File: config.mk
export PLATFORM = sky130hd
export DESIGN_NAME = ptp_foreign_master_ranker
export DESIGN_NICKNAME = d
export VERILOG_FILES = /design/src/hdl/pfmr_pkg.sv /design/src/hdl/pfmr_ram.sv /design/src/hdl/pfmr_scan.sv /design/src/hdl/ptp_foreign_master_ranker.sv
export SDC_FILE = /design/constraint.sdc
export NUM_CORES = 2
export LEC_CHECK = 0
export ABC_AREA = 1
export BUFFER_PORTS_ARGS = -buffer_cell sky130_fd_sc_hd__buf_4
export CAP_MARGIN = 0
export CELL_PAD_IN_SITES_DETAIL_PLACEMENT = 0
export CELL_PAD_IN_SITES_GLOBAL_PLACEMENT = 1
export CORE_MARGIN = 2
export CORE_UTILIZATION = 50
export CTS_BUF_LIST = sky130_fd_sc_hd__clkbuf_4 sky130_fd_sc_hd__clkbuf_8
export DETAILED_ROUTE_END_ITERATION = 12
export GPL_ROUTABILITY_DRIVEN = 1
export HOLD_SLACK_MARGIN = 0.15
export PLACE_DENSITY_LB_ADDON = 0.1
export SLEW_MARGIN = 20
export SYNTH_ARGS = -nofsm -noshare
export SYNTH_HDL_FRONTEND = slang
export SYNTH_HIERARCHICAL = 1
export SYNTH_SLANG_ARGS = --single-unit
File: constraint.sdc
create_clock -name clk -period 37.1 [get_ports clk]
set_input_delay 1.855 -clock clk [delete_from_list [all_inputs] [get_ports clk]]
set_output_delay 1.855 -clock clk [all_outputs]
set_load 0.01 [all_outputs]
File: src/hdl/pfmr_pkg.sv
// Shared types, register indexes and the ranking comparison for the foreign-master ranker.
package pfmr_pkg;

    localparam int CFG_INDEX_W = 1;
    localparam int CFG_DATA_W  = 8;

    localparam logic [CFG_INDEX_W-1:0] CFG_ANY_DOMAIN  = 1'b0;
    localparam logic [CFG_INDEX_W-1:0] CFG_PREF_DOMAIN = 1'b1;

    localparam logic KIND_ANNOUNCE = 1'b0;
    localparam logic KIND_ERASE    = 1'b1;

    typedef struct packed {
        logic        kind;
        logic [63:0] source_clock_id;
        logic [15:0] source_port_number;
        logic [63:0] grandmaster_id;
        logic [31:0] grandmaster_quality;
        logic [7:0]  priority_one;
        logic [7:0]  priority_two;
        logic [15:0] hops_received;
        logic [7:0]  header_domain;
    } in_item_t;

    typedef struct packed {
        logic        best_valid;
        logic [63:0] best_clock_id;
        logic [15:0] best_port_number;
        logic        best_changed;
        logic [3:0]  entry_count;
        logic        item_taken;
    } out_item_t;

    // One stored master; steps is the received hop count plus one.
    typedef struct packed {
        logic [63:0] clk_id;
        logic [15:0] port;
        logic [63:0] gm;
        logic [31:0] qual;
        logic [7:0]  p1;
        logic [7:0]  p2;
        logic [16:0] steps;
        logic [7:0]  dom;
    } entry_t;

    localparam int ENTRY_W = $bits(entry_t);

    typedef struct packed {
        logic match;
        logic better;
    } eval_t;

    // True when master a ranks strictly better than master b.
    function automatic logic rank_better(entry_t a, entry_t b, logic mode, logic [7:0] pref);
        logic        ap;
        logic        bp;
        logic [17:0] as1;
        logic [17:0] bs1;
        logic        r;
        ap  = (a.dom == pref);
        bp  = (b.dom == pref);
        as1 = {1'b0, a.steps} + 18'd1;
        bs1 = {1'b0, b.steps} + 18'd1;
        if (a.gm != b.gm) begin
            if (mode && ap && !bp) begin
                r = 1'b1;
            end else if (mode && bp && !ap) begin
                r = 1'b0;
            end else if (mode && (a.dom != b.dom)) begin
                r = (a.dom < b.dom);
            end else if (a.p1 != b.p1) begin
                r = (a.p1 < b.p1);
            end else if (a.qual != b.qual) begin
                r = (a.qual < b.qual);
            end else if (a.p2 != b.p2) begin
                r = (a.p2 < b.p2);
            end else begin
                r = (a.gm < b.gm);
            end
        end else if (as1 < {1'b0, b.steps}) begin
            r = 1'b1;
        end else if ({1'b0, a.steps} > bs1) begin
            r = 1'b0;
        end else if (a.clk_id != b.clk_id) begin
            r = (a.clk_id < b.clk_id);
        end else begin
            r = (a.port < b.port);
        end
        return r;
    endfunction

endpackage

File: src/hdl/pfmr_ram.sv
// Generic single-write, single-read RAM with registered read data.
module pfmr_ram #(
    parameter int WIDTH = 8,
    parameter int DEPTH = 8,
    parameter int AW    = (DEPTH > 1) ? $clog2(DEPTH) : 1
) (
    input  logic             clk,
    input  logic             we,
    input  logic [AW-1:0]    waddr,
    input  logic [WIDTH-1:0] wdata,
    input  logic [AW-1:0]    raddr,
    output logic [WIDTH-1:0] rdata
);

    logic [WIDTH-1:0] mem [DEPTH];

    always_ff @(posedge clk)
    begin
        if (we)
        begin
            mem[waddr] <= wdata;
        end
        rdata <= mem[raddr];
    end

endmodule

File: src/hdl/pfmr_scan.sv
// Registered evaluation stage: compares one stored master against the request.
module pfmr_scan #(
    parameter int IW = 3,
    parameter int CW = 4
) (
    input  logic              clk,
    input  logic              rst_n,
    input  logic              in_v,
    input  logic [CW-1:0]     in_pos,
    input  logic [IW-1:0]     in_slot,
    input  pfmr_pkg::entry_t  stored,
    input  pfmr_pkg::entry_t  cand,
    input  logic              mode,
    input  logic [7:0]        pref,
    output logic              res_v,
    output logic [CW-1:0]     res_pos,
    output logic [IW-1:0]     res_slot,
    output pfmr_pkg::eval_t   res
);
    import pfmr_pkg::*;

    eval_t ev;

    always_comb
    begin
        ev.match  = (stored.clk_id == cand.clk_id) && (stored.port == cand.port);
        ev.better = rank_better(cand, stored, mode, pref);
    end

    always_ff @(posedge clk or negedge rst_n)
    begin
        if (!rst_n)
        begin
            res_v <= 1'b0;
        end
        else
        begin
            res_v <= in_v;
        end
    end

    always_ff @(posedge clk)
    begin
        res_pos  <= in_pos;
        res_slot <= in_slot;
        res      <= ev;
    end

endmodule

File: src/hdl/ptp_foreign_master_ranker.sv
// Top level of the foreign-master ranker: sequencer, rank order and master table.
//
//  channel | direction | handshake            | payload
//  --------+-----------+----------------------+-------------------------------
//  in      | into      | in_valid / in_ready  | in_data (announce or erase)
//  out     | out of    | out_valid / out_ready| out_data (best master report)
//  cfg     | into      | cfg_write            | cfg_index, cfg_data
//
// A request is handled in steps: the scan reads one table entry per cycle from the single
// RAM read port and drains a two-stage compare pipeline, then an update state and a read
// of the new best entry follow. The next request is taken once the sequencer has returned
// to idle.
// After reset the table is empty and the rank order is the identity order.
// A new request is taken while the previous result still waits in the output
// register; a stalled output holds the sequencer before it writes the result.
module ptp_foreign_master_ranker #(
    parameter int TABLE_DEPTH = 8
) (
    input  logic                                clk,
    input  logic                                rst_n,
    input  logic                                in_valid,
    output logic                                in_ready,
    input  pfmr_pkg::in_item_t                  in_data,
    output logic                                out_valid,
    input  logic                                out_ready,
    output pfmr_pkg::out_item_t                 out_data,
    input  logic                                cfg_write,
    input  logic [pfmr_pkg::CFG_INDEX_W-1:0]    cfg_index,
    input  logic [pfmr_pkg::CFG_DATA_W-1:0]     cfg_data
);
    import pfmr_pkg::*;

    localparam int IW = (TABLE_DEPTH > 1) ? $clog2(TABLE_DEPTH) : 1;
    localparam int CW = $clog2(TABLE_DEPTH + 1);
    localparam logic [CW-1:0] FULL_CNT = CW'(TABLE_DEPTH);

    typedef enum logic [2:0] {
        ST_IDLE,
        ST_SCAN,
        ST_UPDATE,
        ST_BEST_RD,
        ST_OUT
    } state_t;

    state_t              state_reg;
    logic                mode_reg;
    logic [7:0]          pref_reg;
    logic                kind_reg;
    entry_t              nd_reg;
    logic [IW-1:0]       rank_reg [TABLE_DEPTH];
    logic [IW-1:0]       rank_next [TABLE_DEPTH];
    logic [TABLE_DEPTH-1:0] valid_reg;
    logic [TABLE_DEPTH-1:0] valid_next;
    logic [CW-1:0]       cnt_reg;
    logic [CW-1:0]       cnt_next;
    logic [CW-1:0]       iss_reg;
    logic                s1_v_reg;
    logic [CW-1:0]       s1_pos_reg;
    logic [IW-1:0]       s1_slot_reg;
    logic                found_reg;
    logic [CW-1:0]       found_pos_reg;
    logic [IW-1:0]       found_slot_reg;
    logic                fb_v_reg;
    logic [CW-1:0]       fb_pos_reg;
    logic                wb_reg;
    logic [IW-1:0]       worst_slot_reg;
    logic                prev_valid_reg;
    logic [IW-1:0]       prev_best_reg;
    logic                fresh_v_reg;
    logic [IW-1:0]       fresh_slot_reg;
    logic                taken_reg;
    logic                out_valid_reg;
    out_item_t           out_reg;

    logic                res_v;
    logic [CW-1:0]       res_pos;
    logic [IW-1:0]       res_slot;
    eval_t               res;
    logic [ENTRY_W-1:0]  rdata;
    entry_t              stored;
    logic [IW-1:0]       raddr;
    logic                issue;
    logic                scan_done;
    logic                out_free;

    logic                rm_en;
    logic [CW-1:0]       rm_pos;
    logic                ins_en;
    logic [CW-1:0]       ins_pos;
    logic [IW-1:0]       upd_slot;
    logic                clr_en;
    logic [IW-1:0]       free_slot;
    logic [IW-1:0]       r1 [TABLE_DEPTH];
    logic                now_valid;
    logic                changed;

    assign stored    = entry_t'(rdata);
    assign issue     = (state_reg == ST_SCAN) && (iss_reg != cnt_reg);
    assign scan_done = (state_reg == ST_SCAN) && (iss_reg == cnt_reg) && !s1_v_reg && !res_v;
    assign raddr     = issue ? rank_reg[iss_reg[IW-1:0]] : rank_reg[0];
    assign in_ready  = (state_reg == ST_IDLE);
    assign out_valid = out_valid_reg;
    assign out_data  = out_reg;
    assign out_free  = !out_valid_reg || out_ready;

    pfmr_ram #(
        .WIDTH (ENTRY_W),
        .DEPTH (TABLE_DEPTH)
    ) u_table (
        .clk   (clk),
        .we    ((state_reg == ST_UPDATE) && ins_en),
        .waddr (upd_slot),
        .wdata (nd_reg),
        .raddr (raddr),
        .rdata (rdata)
    );

    pfmr_scan #(
        .IW (IW),
        .CW (CW)
    ) u_scan (
        .clk      (clk),
        .rst_n    (rst_n),
        .in_v     (s1_v_reg),
        .in_pos   (s1_pos_reg),
        .in_slot  (s1_slot_reg),
        .stored   (stored),
        .cand     (nd_reg),
        .mode     (mode_reg),
        .pref     (pref_reg),
        .res_v    (res_v),
        .res_pos  (res_pos),
        .res_slot (res_slot),
        .res      (res)
    );

    // Lowest free slot.
    always_comb
    begin
        free_slot = '0;
        for (int i = TABLE_DEPTH - 1; i >= 0; i--)
        begin
            if (!valid_reg[i])
            begin
                free_slot = IW'(i);
            end
        end
    end

    // Decide the removal and insertion that the request causes.
    always_comb
    begin
        rm_en    = 1'b0;
        rm_pos   = found_pos_reg;
        ins_en   = 1'b0;
        ins_pos  = cnt_reg;
        upd_slot = found_slot_reg;
        clr_en   = 1'b0;
        if (kind_reg == KIND_ERASE)
        begin
            if (found_reg)
            begin
                rm_en  = 1'b1;
                clr_en = 1'b1;
            end
        end
        else if (found_reg)
        begin
            rm_en  = 1'b1;
            ins_en = 1'b1;
            if (!fb_v_reg)
            begin
                ins_pos = cnt_reg - 1'b1;
            end
            else if (fb_pos_reg > found_pos_reg)
            begin
                ins_pos = fb_pos_reg - 1'b1;
            end
            else
            begin
                ins_pos = fb_pos_reg;
            end
        end
        else if (cnt_reg != FULL_CNT)
        begin
            ins_en   = 1'b1;
            upd_slot = free_slot;
            ins_pos  = fb_v_reg ? fb_pos_reg : cnt_reg;
        end
        else if (wb_reg)
        begin
            // Evict the worst entry and reuse its slot for the new master.
            rm_en    = 1'b1;
            rm_pos   = cnt_reg - 1'b1;
            ins_en   = 1'b1;
            ins_pos  = fb_pos_reg;
            upd_slot = worst_slot_reg;
        end
    end

    always_comb
    begin
        for (int i = 0; i < TABLE_DEPTH; i++)
        begin
            r1[i] = rank_reg[i];
        end
        for (int i = 0; i < TABLE_DEPTH - 1; i++)
        begin
            if (rm_en && (i >= int'(rm_pos)))
            begin
                r1[i] = rank_reg[i + 1];
            end
        end
        for (int i = 0; i < TABLE_DEPTH; i++)
        begin
            rank_next[i] = r1[i];
            if (ins_en && (i == int'(ins_pos)))
            begin
                rank_next[i] = upd_slot;
            end
            else if (ins_en && (i > int'(ins_pos)))
            begin
                rank_next[i] = r1[i - 1];
            end
        end
        valid_next = valid_reg;
        if (clr_en)
        begin
            valid_next[upd_slot] = 1'b0;
        end
        if (ins_en)
        begin
            valid_next[upd_slot] = 1'b1;
        end
        cnt_next = cnt_reg - CW'(rm_en) + CW'(ins_en);
    end

    assign now_valid = (cnt_reg != '0);

    always_comb
    begin
        if (now_valid != prev_valid_reg)
        begin
            changed = 1'b1;
        end
        else if (!now_valid)
        begin
            changed = 1'b0;
        end
        else
        begin
            changed = (rank_reg[0] != prev_best_reg) ||
                      (fresh_v_reg && (rank_reg[0] == fresh_slot_reg));
        end
    end

    always_ff @(posedge clk or negedge rst_n)
    begin
        if (!rst_n)
        begin
            state_reg     <= ST_IDLE;
            mode_reg      <= 1'b0;
            pref_reg      <= '0;
            valid_reg     <= '0;
            cnt_reg       <= '0;
            iss_reg       <= '0;
            s1_v_reg      <= 1'b0;
            out_valid_reg <= 1'b0;
            for (int i = 0; i < TABLE_DEPTH; i++)
            begin
                rank_reg[i] <= IW'(i);
            end
        end
        else
        begin
            if (cfg_write)
            begin
                case (cfg_index)
                    CFG_ANY_DOMAIN:  mode_reg <= cfg_data[0];
                    CFG_PREF_DOMAIN: pref_reg <= cfg_data;
                    default:         ;
                endcase
            end
            if ((state_reg == ST_OUT) && out_free)
            begin
                out_valid_reg <= 1'b1;
            end
            else if (out_ready)
            begin
                out_valid_reg <= 1'b0;
            end
            s1_v_reg <= issue;
            case (state_reg)
                ST_IDLE:
                begin
                    if (in_valid)
                    begin
                        iss_reg   <= '0;
                        state_reg <= ST_SCAN;
                    end
                end
                ST_SCAN:
                begin
                    if (issue)
                    begin
                        iss_reg <= iss_reg + 1'b1;
                    end
                    if (scan_done)
                    begin
                        state_reg <= ST_UPDATE;
                    end
                end
                ST_UPDATE:
                begin
                    rank_reg  <= rank_next;
                    valid_reg <= valid_next;
                    cnt_reg   <= cnt_next;
                    state_reg <= ST_BEST_RD;
                end
                ST_BEST_RD:
                begin
                    state_reg <= ST_OUT;
                end
                ST_OUT:
                begin
                    if (out_free)
                    begin
                        state_reg <= ST_IDLE;
                    end
                end
                default:
                begin
                    state_reg <= ST_IDLE;
                end
            endcase
        end
    end

    // Request payload and scan bookkeeping.
    always_ff @(posedge clk)
    begin
        s1_pos_reg  <= iss_reg;
        s1_slot_reg <= raddr;
        if (state_reg == ST_IDLE)
        begin
            kind_reg              <= in_data.kind;
            nd_reg.clk_id         <= in_data.source_clock_id;
            nd_reg.port           <= in_data.source_port_number;
            nd_reg.gm             <= in_data.grandmaster_id;
            nd_reg.qual           <= in_data.grandmaster_quality;
            nd_reg.p1             <= in_data.priority_one;
            nd_reg.p2             <= in_data.priority_two;
            nd_reg.steps          <= {1'b0, in_data.hops_received} + 17'd1;
            nd_reg.dom            <= in_data.header_domain;
            prev_valid_reg        <= (cnt_reg != '0);
            prev_best_reg         <= rank_reg[0];
            found_reg             <= 1'b0;
            fb_v_reg              <= 1'b0;
            wb_reg                <= 1'b0;
        end
        if (res_v)
        begin
            if (res.match)
            begin
                found_reg      <= 1'b1;
                found_pos_reg  <= res_pos;
                found_slot_reg <= res_slot;
            end
            else if (res.better && !fb_v_reg)
            begin
                fb_v_reg   <= 1'b1;
                fb_pos_reg <= res_pos;
            end
            if (res_pos == cnt_reg - 1'b1)
            begin
                worst_slot_reg <= res_slot;
                wb_reg         <= res.better && !res.match;
            end
        end
        if (state_reg == ST_UPDATE)
        begin
            taken_reg      <= ins_en || clr_en;
            fresh_v_reg    <= ins_en && !found_reg;
            fresh_slot_reg <= upd_slot;
        end
        if ((state_reg == ST_OUT) && out_free)
        begin
            out_reg.best_valid       <= now_valid;
            out_reg.best_clock_id    <= now_valid ? stored.clk_id : 64'd0;
            out_reg.best_port_number <= now_valid ? stored.port : 16'd0;
            out_reg.best_changed     <= changed;
            out_reg.entry_count      <= 4'(cnt_reg);
            out_reg.item_taken       <= taken_reg;
        end
    end

    a_count_bound: assert property (@(posedge clk) disable iff (!rst_n)
        cnt_reg <= FULL_CNT)
        else $error("stored master count exceeds the table depth");

    a_valid_matches_count: assert property (@(posedge clk) disable iff (!rst_n)
        $countones(valid_reg) == int'(cnt_reg))
        else $error("slot valid bits disagree with the stored count");

    a_eval_in_scan: assert property (@(posedge clk) disable iff (!rst_n)
        res_v |-> (state_reg == ST_SCAN))
        else $error("comparison result outside the scan phase");

    a_empty_report: assert property (@(posedge clk) disable iff (!rst_n)
        (out_valid_reg && !out_reg.best_valid) |->
            (out_reg.best_clock_id == 64'd0 && out_reg.entry_count == 4'd0))
        else $error("empty table reported with a best master");

endmodule

==> results.json <==
{
  "status": "completed",
  "grt.overflow.total": 0,
  "yosys_warnings": 6,
  "cp_max_fo": 192,
  "clock_path_buffers": 4,
  "fin_crit_sh_pct": 18.2,
  "die_area_um2": 209000,
  "die_w_um": 457,
  "layout_common_cells": "3277 x nand2_1, 2202 x inv_1, 2064 x edfxtp_1",
  "viasPerCell": 4.91,
  "irDropWorstVdd_v": 0.000115,
  "htree_levels": 5,
  "cts_hold_repair.buffers": 0,
  "clk_pin_slew_ns": 0.06,
  "synthTopCellsByArea": "edfxtp_1 60%, nand2_1 12%, inv_1 8.1%, nand3_1 4.7%, dfxtp_1 4.6%",
  "ios": 320,
  "ys_ff_latch": 2355,
  "drive_gt1_share_pct": 10.8,
  "antenna_found_initial": 7,
  "cts.sinks": 2355,
  "hold_path_class": "reg -> reg",
  "power_mw": 10.2,
  "crit_path_top_delay_cell": "buf_4",
  "cts-resized-gates": 0,
  "setup_viol": 0,
  "dp_hpwl_um": 139000,
  "drc_errors": 0,
  "synth_ff_type": "edfxtp_1",
  "root_buffer": "clkbuf_8",
  "clockPowerShare_pct": 23.4,
  "portBuffers": 319,
  "drt-total-wl_um": 255000,
  "p_seq_share_pct": 38.0,
  "crit_top_cell": "nand2_1",
  "cts_tree": "yes",
  "first_iter_violations": 4887,
  "slowest_delay_ns": 0.94,
  "crit_chain": "inv_1 -> nand2_1 -> a21oi_1 -> nand3_1 -> nand2_1 -> inv_2 -> nand3_1 -> o21ai_4 -> buf_12 -> buf_12 -> buf_4 -> buf_4 -> buf_4 -> nand2_1 -> nand3_1 -> nand2_1 -> nand2_1 -> nand2_1",
  "gp_congestion": 0.847,
  "worstMarginPinSlew_ns": 1.15,
  "synth_top_area_share_pct": 60.4,
  "end_kind": "flip-flop",
  "grt_max_degree": 193,
  "fp.dieH_um": 457,
  "grt_pass1_wl_um": 388000,
  "p_int_mw": 6.00,
  "drtAntennaViolNets": 0,
  "slew_headroom_pct": 23.5,
  "finalSetupTns_ns": 0,
  "arrival_ns": 7.68,
  "critPathLaunchType": "flip-flop",
  "clock.fmax_ghz": 0.148,
  "mostFrequentLayoutCell": "nand2_1",
  "async_flop_share_pct": 2.34,
  "p_per_area_nw_per_um2": 88.1,
  "dr.pass1.iters": 6,
  "cts_buffers": 407,
  "netlist_area_um2": 103000,
  "post_cts_buffers": 0,
  "period_minus_slack_ns": 6.76,
  "area_delta_synth_final_pct": 12.7,
  "synth_top_cell_by_area": "edfxtp_1",
  "vias": 66897,
  "layout.nets": 11077,
  "rows": 166,
  "yosysUniqueCellTypes": 58,
  "drv_slew": 0,
  "rsz0062_at_grt": "no",
  "synth_edf_count": 2064,
  "avgSynthCellArea_um2": 10.1,
  "largest_register_ffs": 1736,
  "track_usage_pct": 24.3,
  "finalHoldViolations": 0,
  "syn-num-nets": 10620,
  "power_switching_share_pct": 41.1,
  "dp_slack_ns": 30.43,
  "grt_pass1_vias": 65604,
  "p_sw_mw": 4.19,
  "p_leak_nw": 53.0,
  "pwr-share-comb_pct": 38.6,
  "maxCapViolations": 0,
  "wl_per_cell_um": 18.7,
  "start_util_pct": 50.2,
  "core-area_um2": 204000,
  "syn-instance-count": 10135,
  "critPathKind": "reg -> reg",
  "critPathRequiredTime_ns": 38.02,
  "clock_skew_ns": 0.0608,
  "setup_ws_ns": 30.34,
  "insertion_delay_ns": 1.09,
  "ys_seq_area_share_pct": 66.4
}
## power groups by stage
| stage | logic [mW] | clock network (mW) | registers, mW |
|---|---|---|---|
| 2_1_floorplan | 2.93 | 0 | 3.83 |
| 3_3_place_gp | 3.93 | 0 | 3.92 |
| 3_5_place_dp | 3.96 | 0 | 3.93 |
| 4_1_cts | 3.98 | 2.45 | 3.88 |
| 5_1_grt | 4.50 | 2.56 | 3.92 |
| 6_report | 3.94 | 2.38 | 3.87 |
## kinds of logic after synthesis
family,count (synthesis),synth area share (%)
xor gates and xnor gates,61,0.521
AOI/OAI and AO/OA,301,1.62
and+or+nand+nor,4578,18.2
muxes,7,0.0768
adders and majority gates,254,3.11
DFF,2355,66.4
buffers and inverters,2579,10.1
## stage by stage
step	instances	hold WS, ns	area [µm²]	utilization [%]
after floorplan	10135	0.310	103000	-
after global placement	12869	0.312	107000	52.5
after detailed placement	12871	0.312	107000	52.5
after CTS	13615	0.322	116000	56.6
after global routing	13616	0.325	116000	56.6
final	13618	0.322	116000	56.6
## final cells by class
class | count | area, µm²
tap | 2688 | 3360
inverter | 2220 | 8360
clock buffer | 626 | 7560
timing repair buffer | 407 | 3190
sequential | 2355 | 68100
fill | 17594 | 88800
antenna | 3 | 7.51
multi-input combinational | 5201 | 24300
clock inverter | 118 | 746
## worst max-delay path, delay by kind of cell (launching register included)
kind,cells,cell delay (ns)
simple gates,9,0.96
compound gates,2,0.19
buf+inv,7,4.30
flops,1,0.57
## metal layers
| metal | vias to the layer above | share of wire [%] | GRT usage [%] |
|---|---|---|---|
| li1 | 32936 | - | - |
| met1 | 31905 | 45 | 33.3 |
| met2 | 1660 | 47 | 40.0 |
| met3 | 394 | 5.2 | 3.74 |
| met4 | 2 | 2.6 | 7.78 |
| met5 | - | 0.0051 | 0.0918 |
## cells in the mapped netlist, types with 6 or more instances
cell type / instances
nand2_1: 3277
dfstp_2: 12
a21o_1: 6
o21ai_1: 22
o211ai_1: 11
dfrtp_1: 43
xnor2_1: 22
nor3_1: 14
nand3_1: 970
nand4_1: 40
inv_2: 13
buf_6: 29
ha_1: 253
nor2_1: 227
nand2_2: 6
mux2_2: 7
edfxtp_1: 2064
buf_2: 205
o21ai_0: 84
inv_1: 2203
buf_4: 45
o21a_1: 11
a21oi_1: 137
buf_1: 27
or2_2: 7
clkbuf_1: 53
nor2_2: 8
dfxtp_1: 236
xor2_1: 39
## final timing paths
kind                       cells past startpoint  slack [ns]                 end      startpoint
setup / recovery                              18       30.34   u_table/rdata[73]      iss_reg[0]
hold / removal                                 0        0.32  u_scan/res_slot[0]  s1_slot_reg[0]
setup reg to reg                              18       30.34   u_table/rdata[73]      iss_reg[0]
hold reg to reg                                0        0.32  u_scan/res_slot[0]  s1_slot_reg[0]
max in group asynchronous                      2       35.37         pref_reg[4]           rst_n
min in group asynchronous                      1        0.60           out_valid           rst_n
(Power assumes the default switching activity.)
